<file path="config.mk">
export PLATFORM = sky130hd
export DESIGN_NAME = stlb_ram
export DESIGN_NICKNAME = d
export VERILOG_FILES = /design/src/rtl/core/stlb_ram.sv
export SDC_FILE = /design/constraint.sdc
export NUM_CORES = 1
export LEC_CHECK = 0
export BUFFER_PORTS_ARGS = -buffer_cell sky130_fd_sc_hd__buf_4
export CAP_MARGIN = 20
export CORE_MARGIN = 2
export CORE_UTILIZATION = 33
export CTS_CLUSTER_DIAMETER = 80
export DETAILED_ROUTE_END_ITERATION = 6
export SKIP_CTS_REPAIR_TIMING = 1
export SLEW_MARGIN = 5
export SYNTH_ARGS = -nofsm -noshare
export SYNTH_HDL_FRONTEND = slang
export SYNTH_SLANG_ARGS = --single-unit
</file>
<file path="constraint.sdc">
create_clock -name i_clk -period 4.7 [get_ports i_clk]
set_input_delay 0 -clock i_clk [delete_from_list [all_inputs] [get_ports i_clk]]
set_output_delay 0 -clock i_clk [all_outputs]
set_load 0.1 [all_outputs]
</file>
<file path="src/rtl/core/stlb_ram.sv">
// stlb_ram: generic single-clock ram, one write port and one read port
// read data registered, held while read enable is low
// no dependencies
module stlb_ram #(
    parameter int WIDTH = 8,
    parameter int DEPTH = 16,
    parameter int ADDR_W = (DEPTH > 1) ? $clog2(DEPTH) : 1
) (
    input  logic              i_clk,
    input  logic              i_we,
    input  logic [ADDR_W-1:0] i_waddr,
    input  logic [WIDTH-1:0]  i_wdata,
    input  logic              i_re,
    input  logic [ADDR_W-1:0] i_raddr,
    output logic [WIDTH-1:0]  o_rdata
);

    logic [WIDTH-1:0] r_mem [DEPTH];
    logic [WIDTH-1:0] r_rdata;

    always_ff @(posedge i_clk) begin
        if (i_we) begin
            r_mem[i_waddr] <= i_wdata;
        end
        if (i_re) begin
            r_rdata <= r_mem[i_raddr];
        end
    end

    assign o_rdata = r_rdata;

endmodule

</file>
Yosys cells after proc, flatten, opt, wreduce, memory -nomap -nowiden
Memory sizes are Yosys's and may differ from the RTL's. A register that Yosys moved wholly into a read port is not among the register bits.
Index checks and enable logic that the tools add are counted.
{"block": "op_classes", "n_mux": 2}
{"op": "$mux 1", "n": 2}
{"block": "totals", "in_bits": 19, "register_bits": 0, "output_inout_bits": 8, "memories": 1, "elab_cells": 3, "ramBits": 128}
{"name": "r_mem", "words": 16, "width": 8, "read_ports": 1, "rd_clocked_by_memory_dff": 1, "wr": 1, "line_no": "18", "text": "logic [WIDTH-1:0] r_mem [DEPTH];"}

Depth between registers and ports, before layout
Gate-level depths: netlist of the first run.
{"block": "depth", "depth_word": 2, "mapped_depth": 5, "ltp_nobuf": 3}

Worst setup path before layout of the first run
OpenSTA, ideal clock, no wires.
{"block": "synth_path", "path_type": "in2reg", "start": "in i_waddr[2]", "end": "mem r_mem[0][0] (enable)", "path_stages": 2, "arrival_ns": 1.110, "setup_slack_ns": 3.207, "setup_time_ns": 0.383, "t_required_ns": 4.317, "cell_sequence": "or3b_2 nor3_1"}
{"item": "from (decl)", "line_no": "11", "text": "input logic [ADDR_W-1:0] i_waddr,"}
{"item": "to (decl)", "line_no": "18"}
No word-level cell before the write port.

==> results.md, run 1 <==
* Number of buffers inserted during clock tree synthesis at 17
* Maximum clock frequency at 654 MHz
* RSZ-0062 raised after global routing: no
* Final instance count without filler cells at 504
* Synth Flop Type: edfxtp_1
* Kind of critical path: flop to flop
* Placed cell count at 463
* Initial antenna violation count at 0
* Number of violations reported at the end of detailed-routing iteration 0 at 224
* Layout filler cell count at 1418
* CTS sink cnt at 136
* WP data arrival at 1670 ps
* Endpoint of the most critical register-to-register path: o_rdata[0]
* CTS tree: done
* Top cell type's share of synthesized area at 0.781
* Wire length of the first global-routing pass at 15800 um
* EDFF count, synth at 136
* Most numerous cell types in the synthesized netlist: edfxtp_1, mux4_2, a22oi_1, mux4_1, nor2_1
* TNS Setup at 0 ps
* Count of antenna diodes in the layout at 0
* Clock insertion delay at the later pin of the skew report at 410 ps
* Largest buffer count on any clock path at 2
* Min-Delay Path Class: input pin to flop
* Dominant cell type by area after synthesis: edfxtp_1
* Vias/cell at 4.82
* DR pass1 iterations at 4
* Mean Syn Cell Area at 22.8 sq um
* Count of input and output buffers at 26
* Async set-or-reset flop fraction in the synthesized netlist at 0
* Die X-Extent at 130 um
* Nature of the critical path startpoint: flop
* Final critical path time including I/O delays and setup at 1530 ps
* Utilization of the core after routing at 0.407
* Proportion of layout cells with a drive suffix above 1 at 0.278
* Aggregate global routing overflow at 0
* Clock slew at the register clock pins of the worst setup and hold paths at 60 ps
* Post-route standard cell area excluding fillers at 6370 sq um
* Critical path data required time at 4840 ps
* Power per Cell Area at 470 nW/um^2
* Worst Tran Pin Value at 991 ps
* Worst Setup End Kind: flop
* Register-to-Register Setup Slack at 3170 ps
* Cell with the most instances after synthesis: edfxtp_1
* Top-Level Pins at 27
* Via count of the first global-routing pass at 2527
* Worst Hold End: r_mem[0][2]
* Final Wtd Congestion at 0.724
* Hold Path Origin: i_waddr[0]
* Total count of hold-check failures in the final report at 0
* Clk_skew at 12.0 ps
* Leak Pwr at 2.09 nW
* CTS H-Tree Depth at 4
* Total global routing track utilization at 0.135
* Hold Path Depth at 2
* Area of the mapped netlist at 5230 sq um
* Max capacitance violation total at 0
* Via count at 2430
* Core Area at 15700 sq um
* VDD IR-drop max at 0.233 mV
* Max-slew headroom at 0.337
* Fin. max-slew vios at 0
* Maximum number of pins on one net before global-route repair at 33
* Placed cell area at 5630 sq um
* Cell at the root of the clock tree: clkbuf_16
* Floorplan die area at 16900 sq um
* Synth Register Bits at 136
* Largest fanout of any net on the critical path at 1
* Initial Utilization at 0.334
* DIE HEIGHT at 130 um
* Total power of the final layout at 3.00 mW
* Sequential fraction of the synthesis area at 0.781
* Synth warn at 0
* Site row count at 46
* Area growth from synthesis to layout at 21.9%
* Number of instances in the synthesized netlist at 229
* Half-perimeter wire length of the detailed placement result at 6420 um
* Biggest area contributors in the synthesized netlist: edfxtp_1, mux4_2, mux4_1
* Synthesized net count at 248
* Number of nets with antenna violations after detailed routing at 0
* Reg2reg path depth at 3
* Post-route DRC at 0
* Final cycle utilization of the critical path at 0.326
* Pre-CTS setup slack at 2870 ps
* Reg-to-reg startpoint: r_mem[0][0]
* Finish-stage setup viols at 0
* Final setup margin at 3170 ps
* Status: completed
* Routed wire length at 10500 um
* Number of nets in the layout at 294
* Worst Hold Slack at 37.1 ps
* Yosys cell types at 18
* Detailed-route wire length per cell at 20.9 um
==> layout by cell type (no fill, tap or decap), types with 2 or more instances in the layout <==
cell	Yosys	layout
edfxtp_1	136	136
buf_4	1	28
mux4_2	18	18
clkbuf_16	0	17
a22oi_1	16	16
mux4_1	14	14
nor2_1	13	13
nand2_1	9	9
dlygate4sd3_1	0	9
bufinv_16	0	5
clkinv_4	0	4
nand3b_1	2	2
nor3_1	4	2
nand2b_1	2	2
nor3_2	0	2
inv_6	0	2
clkinvlp_4	0	2
==> worst max-delay path by stage <==
stage / start / endpoint / slack [ps] / depth (start not counted)
6_report: r_mem[0][0] / o_rdata[0] / 3170 / 3
5_1_grt: r_mem[1][0] / o_rdata[0] / 3120 / 3
4_1_cts: r_mem[0][0] / o_rdata[0] / 3200 / 3
3_5_place_dp: i_raddr[0] / o_rdata[0] / 2870 / 4
3_3_place_gp: i_waddr[2] / r_mem[0][1] / 2570 / 3
2_1_floorplan: i_waddr[2] / r_mem[0][0] / 3210 / 2
==> cell type report <==
cell class	count	area, sq um	share of cell area
clock buffers	18	429	0.0673
well taps	216	270	0.0424
repair buffers	37	300	0.0471
flip-flops and latches	136	4080	0.641
clock inverters	14	223	0.0349
multi-input cells	83	1070	0.167
==> flip-flops by register name (all words and copies together), names as in the netlist <==
| name | count |
|---|---|
| r_mem | 128 |
| o_rdata | 8 |
==> routing by layer <==
metal | track usage | routed length, um
met5 | 0 | 0
met3 | 0.0365 | 604
met2 | 0.204 | 5060
met4 | 0.0500 | 40
met1 | 0.189 | 4800
==> report_power, final <==
| group | switching, mW | internal (mW) | leakage [nW] | total [mW] |
|---|---|---|---|---|
| logic | 0.115 | 0.0599 | 0.546 | 0.175 |
| clock network | 0.500 | 0.946 | 0.311 | 1.45 |
| registers | 0.00864 | 1.37 | 1.24 | 1.38 |
| total | 0.623 | 2.37 | 2.09 | 3.00 |
==> cells by family (layout without fill, tap and decap cells) <==
| logic type | count (synthesis) | after routing | share of synthesized area |
|---|---|---|---|
| AOI/OAI and AO/OA | 16 | 16 | 0.0230 |
| buffers and inverters | 10 | 69 | 0.0165 |
| DFF | 136 | 136 | 0.781 |
| muxes | 32 | 32 | 0.148 |
| and+or+nand+nor | 35 | 35 | 0.0314 |
==> worst max-delay path, cell delays in order, from the launching register on <==
cell      delay (ps)
edfxtp_1         370
mux4_1           490
a22oi_1          290
nand2_1          120
No activity file was read; power rests on OpenSTA's default activity.
==> run 2, diff against run 1 <==
==> constraint.sdc (replaced) <==
create_clock -name i_clk -period 1.32 [get_ports i_clk]
set_input_delay 0 -clock i_clk [delete_from_list [all_inputs] [get_ports i_clk]]
set_output_delay 0 -clock i_clk [all_outputs]
set_load 0.1 [all_outputs]
==> results.md, run 2 (synthesis gave the netlist of run 1 again) <==
* Cell class contributing the biggest share of worst-path delay: multiplexers
* CTS H-Tree Depth at 4
* Half-perimeter wire length of the detailed placement result at 6940 um
* Reported net switching power at 2.14 mW
* Maximum number of pins on one net before global-route repair at 17
* Area of the multi-input gates at 1060 sq um
* Via count of the first global-routing pass at 2556
* Proportion of layout cells with a drive suffix above 1 at 0.377
* Most frequent standard cell in the layout excluding fill and tap cells: edfxtp_1
* Hold Path Origin: i_waddr[0]
* Final cycle utilization of the critical path at 1.06
* Seq pwr share at 0.446
* Count of input and output buffers at 26
* RSZ-0062 raised after global routing: yes
* Wire length of the first global-routing pass at 15500 um
* Buf+Inv Stages, Crit Path at 0
* CTS sink cnt at 136
* CTS tree: done
* Core Area at 15700 sq um
* Post-route DRC at 0
* Via count at 2489
* Detailed-route wire length per cell at 19.9 um
* Initial antenna violation count at 0
* Number of nets with antenna violations after detailed routing at 0
* Layout filler cell count at 1388
* WP data arrival at 1550 ps
* Clock power share at 0.491
* Nature of the critical path startpoint: flop
* Worst Hold Slack at 118 ps
* DIE HEIGHT at 130 um
* Largest buffer count on any clock path at 2
* Kind of critical path: flop to flop
* Clk_skew at 10.7 ps
* Maximum clock frequency at 717 MHz
* Total global routing track utilization at 0.132
* Register-to-Register Setup Slack at -70 ps
* VDD IR-drop max at 0.926 mV
* Top-Level Pins at 27
* Sequential cell area at 4080 sq um
* Site row count at 46
* Cell-internal power at 8.84 mW
* Largest fanout of any net on the critical path at 1
* Cell-by-cell trace of the critical path: mux4_1 > a22oi_1 > nand2_1
* Endpoint of the most critical register-to-register path: o_rdata[0]
* Number of violations reported at the end of detailed-routing iteration 0 at 210
* Leak Pwr at 2.21 nW
* Reg-to-reg startpoint: r_mem[1][0]
* Final Wtd Congestion at 0.695
* Area growth from synthesis to layout at 27.1%
* Count of antenna diodes in the layout at 0
* Fin. max-slew vios at 0
* Aggregate global routing overflow at 0
* Number of buffers inserted during clock tree synthesis at 17
* Failing checks: negative setup slack
* Critical path data required time at 1470 ps
* Worst Setup End Kind: flop
* DR pass1 iterations at 4
* Routed wire length at 10500 um
* Combinational cell fraction of total power at 0.063
* Top register by number of flip-flops: r_mem
* Final critical path time including I/O delays and setup at 1390 ps
* Initial Utilization at 0.334
* Clock insertion delay at the later pin of the skew report at 410 ps
* Vias/cell at 4.73
* Critical-path cell with the highest stage delay: mux4_1
* CP max stage delay at 510 ps
* Post-route standard cell area excluding fillers at 6650 sq um
* Max-slew headroom at 0.442
* Worst Hold End: r_mem[4][0]
* Die X-Extent at 130 um
* Power per Cell Area at 1650 nW/um^2
* Cell at the root of the clock tree: clkbuf_16
* Finish-stage setup viols at 8
* Worst Tran Pin Value at 836 ps
* Total count of hold-check failures in the final report at 0
* Hold Path Depth at 3
* Floorplan die area at 16900 sq um
* Max capacitance violation total at 0
* Utilization of the core after routing at 0.424
* Reg2reg path depth at 3
* Number of nets in the layout at 317
* Clock slew at the register clock pins of the worst setup and hold paths at 60 ps
* Sw Share at 0.195
* Min-Delay Path Class: input pin to flop
* Final setup margin at -75.0 ps
* Number of flip-flops in the largest register at 128
* Top library cells by usage in the layout, fill and taps aside: edfxtp_1, buf_4, mux4_2
* Status: finished with violations
* Placed cell area at 5870 sq um
==> run 2: cell types whose count changed in the layout (fill, tap and decap cells not counted), moves of 2 or more <==
cell / before / now
a22oi_1: 16 / 9
buf_4: 28 / 45
mux4_1: 14 / 5
clkinv_4: 4 / 0
bufinv_16: 5 / 7
a22oi_2: 0 / 7
inv_6: 2 / 0
buf_12: 0 / 6
mux4_2: 18 / 27
clkinvlp_4: 2 / 4
==> run 2: layer usage <==
layer  global-route usage  share of wire  vias to the layer above  wire length, um
met3               0.0377          0.045                        4              470
met2                0.215           0.51                       60             5290
li1                     -              -                     1105                -
met4               0.0417         0.0054                        0               57
met1                0.173           0.44                     1320             4640
met5                    0              0                        -                0
==> run 2: worst register-to-register path, cell delays in order, from the launching register on <==
cell      delay, ps
edfxtp_1        370
mux4_1          510
a22oi_1         180
nand2_1          80
==> run 2: area by class of cell <==
type	instances	share of cell area
timing repair buffer	60	0.0825
sequential	136	0.615
tap	216	0.0407
clock inverter	14	0.0382
multi-input combinational	83	0.160
clock buffer	17	0.0640
==> run 2: worst max-delay path by stage <==
| stage | endpoint | slack, ps | cells after the start | startpoint |
|---|---|---|---|---|
| finish | o_rdata[0] | -70 | 3 | r_mem[1][0] |
| global route | o_rdata[0] | -130 | 3 | r_mem[15][0] |
| CTS | o_rdata[0] | -200 | 3 | r_mem[14][0] |
| detailed placement | o_rdata[0] | -190 | 3 | r_mem[14][0] |
| global placement | o_rdata[0] | -200 | 3 | r_mem[11][0] |
| floorplan | o_rdata[0] | 9 | 3 | r_mem[1][0] |
==> run 2: metrics by stage <==
step | setup slack, ps | instances | total power, mW | setup TNS (ps)
floorplan | 8.57 | 229 | 5.37 | 0
global placement | -196 | 486 | 5.63 | -1280
detailed placement | -191 | 486 | 5.65 | -1360
CTS | -202 | 517 | 11.0 | -1090
global route | -131 | 526 | 11.3 | -829
finish | -75.0 | 526 | 11.0 | -447
==> run 2: power groups by stage <==
stage | Combinational, mW | Clock (mW) | Sequential, mW
after floorplan | 0.246 | 0 | 5.13
after global placement | 0.653 | 0 | 4.98
after detailed placement | 0.664 | 0 | 4.99
after CTS | 0.665 | 5.46 | 4.90
after global routing | 0.741 | 5.65 | 4.90
final | 0.693 | 5.39 | 4.90
==> run 3, diff against run 2 <==
--- a/config.mk
+++ b/config.mk
@@ -8,9 +8,10 @@
 export BUFFER_PORTS_ARGS = -buffer_cell sky130_fd_sc_hd__buf_4
 export CAP_MARGIN = 20
 export CORE_MARGIN = 2
-export CORE_UTILIZATION = 33
+export CORE_UTILIZATION = 35
 export CTS_CLUSTER_DIAMETER = 80
 export DETAILED_ROUTE_END_ITERATION = 6
+export SETUP_SLACK_MARGIN = 0.02
 export SKIP_CTS_REPAIR_TIMING = 1
 export SLEW_MARGIN = 5
 export SYNTH_ARGS = -nofsm -noshare
==> results.md, run 3 (synthesis gave the netlist of run 1 again) <==
* Top library cells by usage in the layout, fill and taps aside: edfxtp_1, buf_4, mux4_2
* Worst Tran Pin Value at 914 ps
* Failing checks: negative setup slack
* Worst Hold End: r_mem[0][3]
* Number of nets with antenna violations after detailed routing at 0
* Detailed-route wire length per cell at 20.5 um
* CP max stage delay at 490 ps
* Combinational cell fraction of total power at 0.073
* Seq pwr share at 0.511
* Placed cell count at 457
* Max-slew headroom at 0.389
* Clock power share at 0.416
* Proportion of layout cells with a drive suffix above 1 at 0.365
* Final critical path time including I/O delays and setup at 1450 ps
* Vias/cell at 5.10
* Total global routing track utilization at 0.136
* Maximum clock frequency at 690 MHz
* Most frequent standard cell in the layout excluding fill and tap cells: edfxtp_1
* Final Wtd Congestion at 0.683
* RSZ-0062 raised after global routing: yes
* Endpoint of the most critical register-to-register path: o_rdata[2]
* Routed wire length at 10100 um
* Cell at the root of the clock tree: clkbuf_16
* Initial Utilization at 0.358
* Final instance count without filler cells at 494
* Half-perimeter wire length of the detailed placement result at 6820 um
* Status: finished with violations
* Clk_skew at 3.94 ps
* Number of violations reported at the end of detailed-routing iteration 0 at 211
* Largest fanout of any net on the critical path at 1
* Clock slew at the register clock pins of the worst setup and hold paths at 50 ps
* Hold Path Origin: i_waddr[0]
* Final cycle utilization of the critical path at 1.10
* Cell-by-cell trace of the critical path: mux4_2 > a22oi_2 > nand2_1
* Core Area at 14600 sq um
* Floorplan die area at 15900 sq um
* Number of nets in the layout at 320
* Wire length of the first global-routing pass at 15500 um
* Aggregate global routing overflow at 0
* Via count at 2521
* Critical-path cell with the highest stage delay: mux4_2
* Site row count at 44
* Total count of hold-check failures in the final report at 0
* Global routing met1 resource utilization at 0.183
* Cell class contributing the biggest share of worst-path delay: multiplexers
* DIE HEIGHT at 126 um
* Cell-internal power at 7.64 mW
* VDD IR-drop max at 0.904 mV
* Critical path data required time at 1470 ps
* DR pass1 iterations at 4
* Max capacitance violation total at 0
* Leak Pwr at 2.14 nW
* CTS sink cnt at 136
* Layout filler cell count at 1245
* Power per Cell Area at 1490 nW/um^2
* CTS tree: done
* WP data arrival at 1600 ps
* Number of buffers inserted during clock tree synthesis at 17
* Reg-to-reg startpoint: r_mem[3][2]
* Area of the multi-input gates at 1070 sq um
* Worst Hold Slack at 125 ps
* Kind of critical path: flop to flop
* Hold Path Depth at 3
* Top-Level Pins at 27
* Sequential cell area at 4080 sq um
* Fin. max-slew vios at 0
* Count of input and output buffers at 26
* Top register by number of flip-flops: r_mem
* Register-to-Register Setup Slack at -130 ps
* Initial antenna violation count at 0
* Die X-Extent at 126 um
* Min-Delay Path Class: input pin to flop
* Area growth from synthesis to layout at 23.0%
* Finish-stage setup viols at 8
* Sw Share at 0.203
* Number of flip-flops in the largest register at 128
* Largest buffer count on any clock path at 2
* Count of antenna diodes in the layout at 0
* CTS H-Tree Depth at 4
* Clock insertion delay at the later pin of the skew report at 400 ps
* Most used routing layer: met2
* Met3 GRT Util at 0.0391
* M2 GR Usage at 0.213
* Post-route DRC at 0
* Via count of the first global-routing pass at 2542
* Reg2reg path depth at 3
* Buf+Inv Stages, Crit Path at 0
* Reported net switching power at 1.95 mW
* Nature of the critical path startpoint: flop
* Final setup margin at -130 ps
* Worst Setup End Kind: flop
* Maximum number of pins on one net before global-route repair at 17
-- run 3: how the worst max path moves through the flow --
stage	startpoint	end	slack, ps	depth (start not counted)
2_1_floorplan	r_mem[1][0]	o_rdata[0]	20	3
3_3_place_gp	i_raddr[0]	o_rdata[2]	-240	5
3_5_place_dp	i_raddr[0]	o_rdata[2]	-250	5
4_1_cts	r_mem[5][0]	o_rdata[0]	-220	3
5_1_grt	r_mem[3][2]	o_rdata[2]	-170	3
6_report	r_mem[3][2]	o_rdata[2]	-130	3
-- run 3: power groups by stage --
stage / clock network, mW / registers, mW / logic (mW)
2_1_floorplan: 0 / 5.13 / 0.246
3_3_place_gp: 0 / 4.98 / 0.652
3_5_place_dp: 0 / 4.98 / 0.663
4_1_cts: 4.09 / 4.90 / 0.663
5_1_grt: 4.27 / 4.90 / 0.747
6_report: 4.00 / 4.90 / 0.699
-- run 3: layout make-up --
cell class                 count  area share
clock inverter                 8     0.00934
clock buffer                  20      0.0679
timing repair buffer          63      0.0848
sequential                   136       0.635
tap                          184      0.0358
multi-input combinational     83       0.167
-- run 3: stage by stage --
step	setup slack, ps	TNS (ps)	util	area (sq um)	total power [mW]
2_1_floorplan	22.4	0	-	5230	5.37
3_3_place_gp	-236	-1340	0.400	5830	5.63
3_5_place_dp	-247	-1410	0.400	5830	5.65
4_1_cts	-224	-1150	0.434	6330	9.65
5_1_grt	-168	-1000	0.441	6430	9.92
6_report	-130	-577	0.441	6430	9.60
-- run 3: tightest hold or removal path, stage by stage --
cell	delay, ps
buf_4	120
nor3_2	50
buf_4	170
-- run 3: layer usage --
metal,share of wire,up-vias
met5,0,-
met4,0.012,0
met3,0.040,10
met2,0.48,71
met1,0.46,1326
li1,-,1114
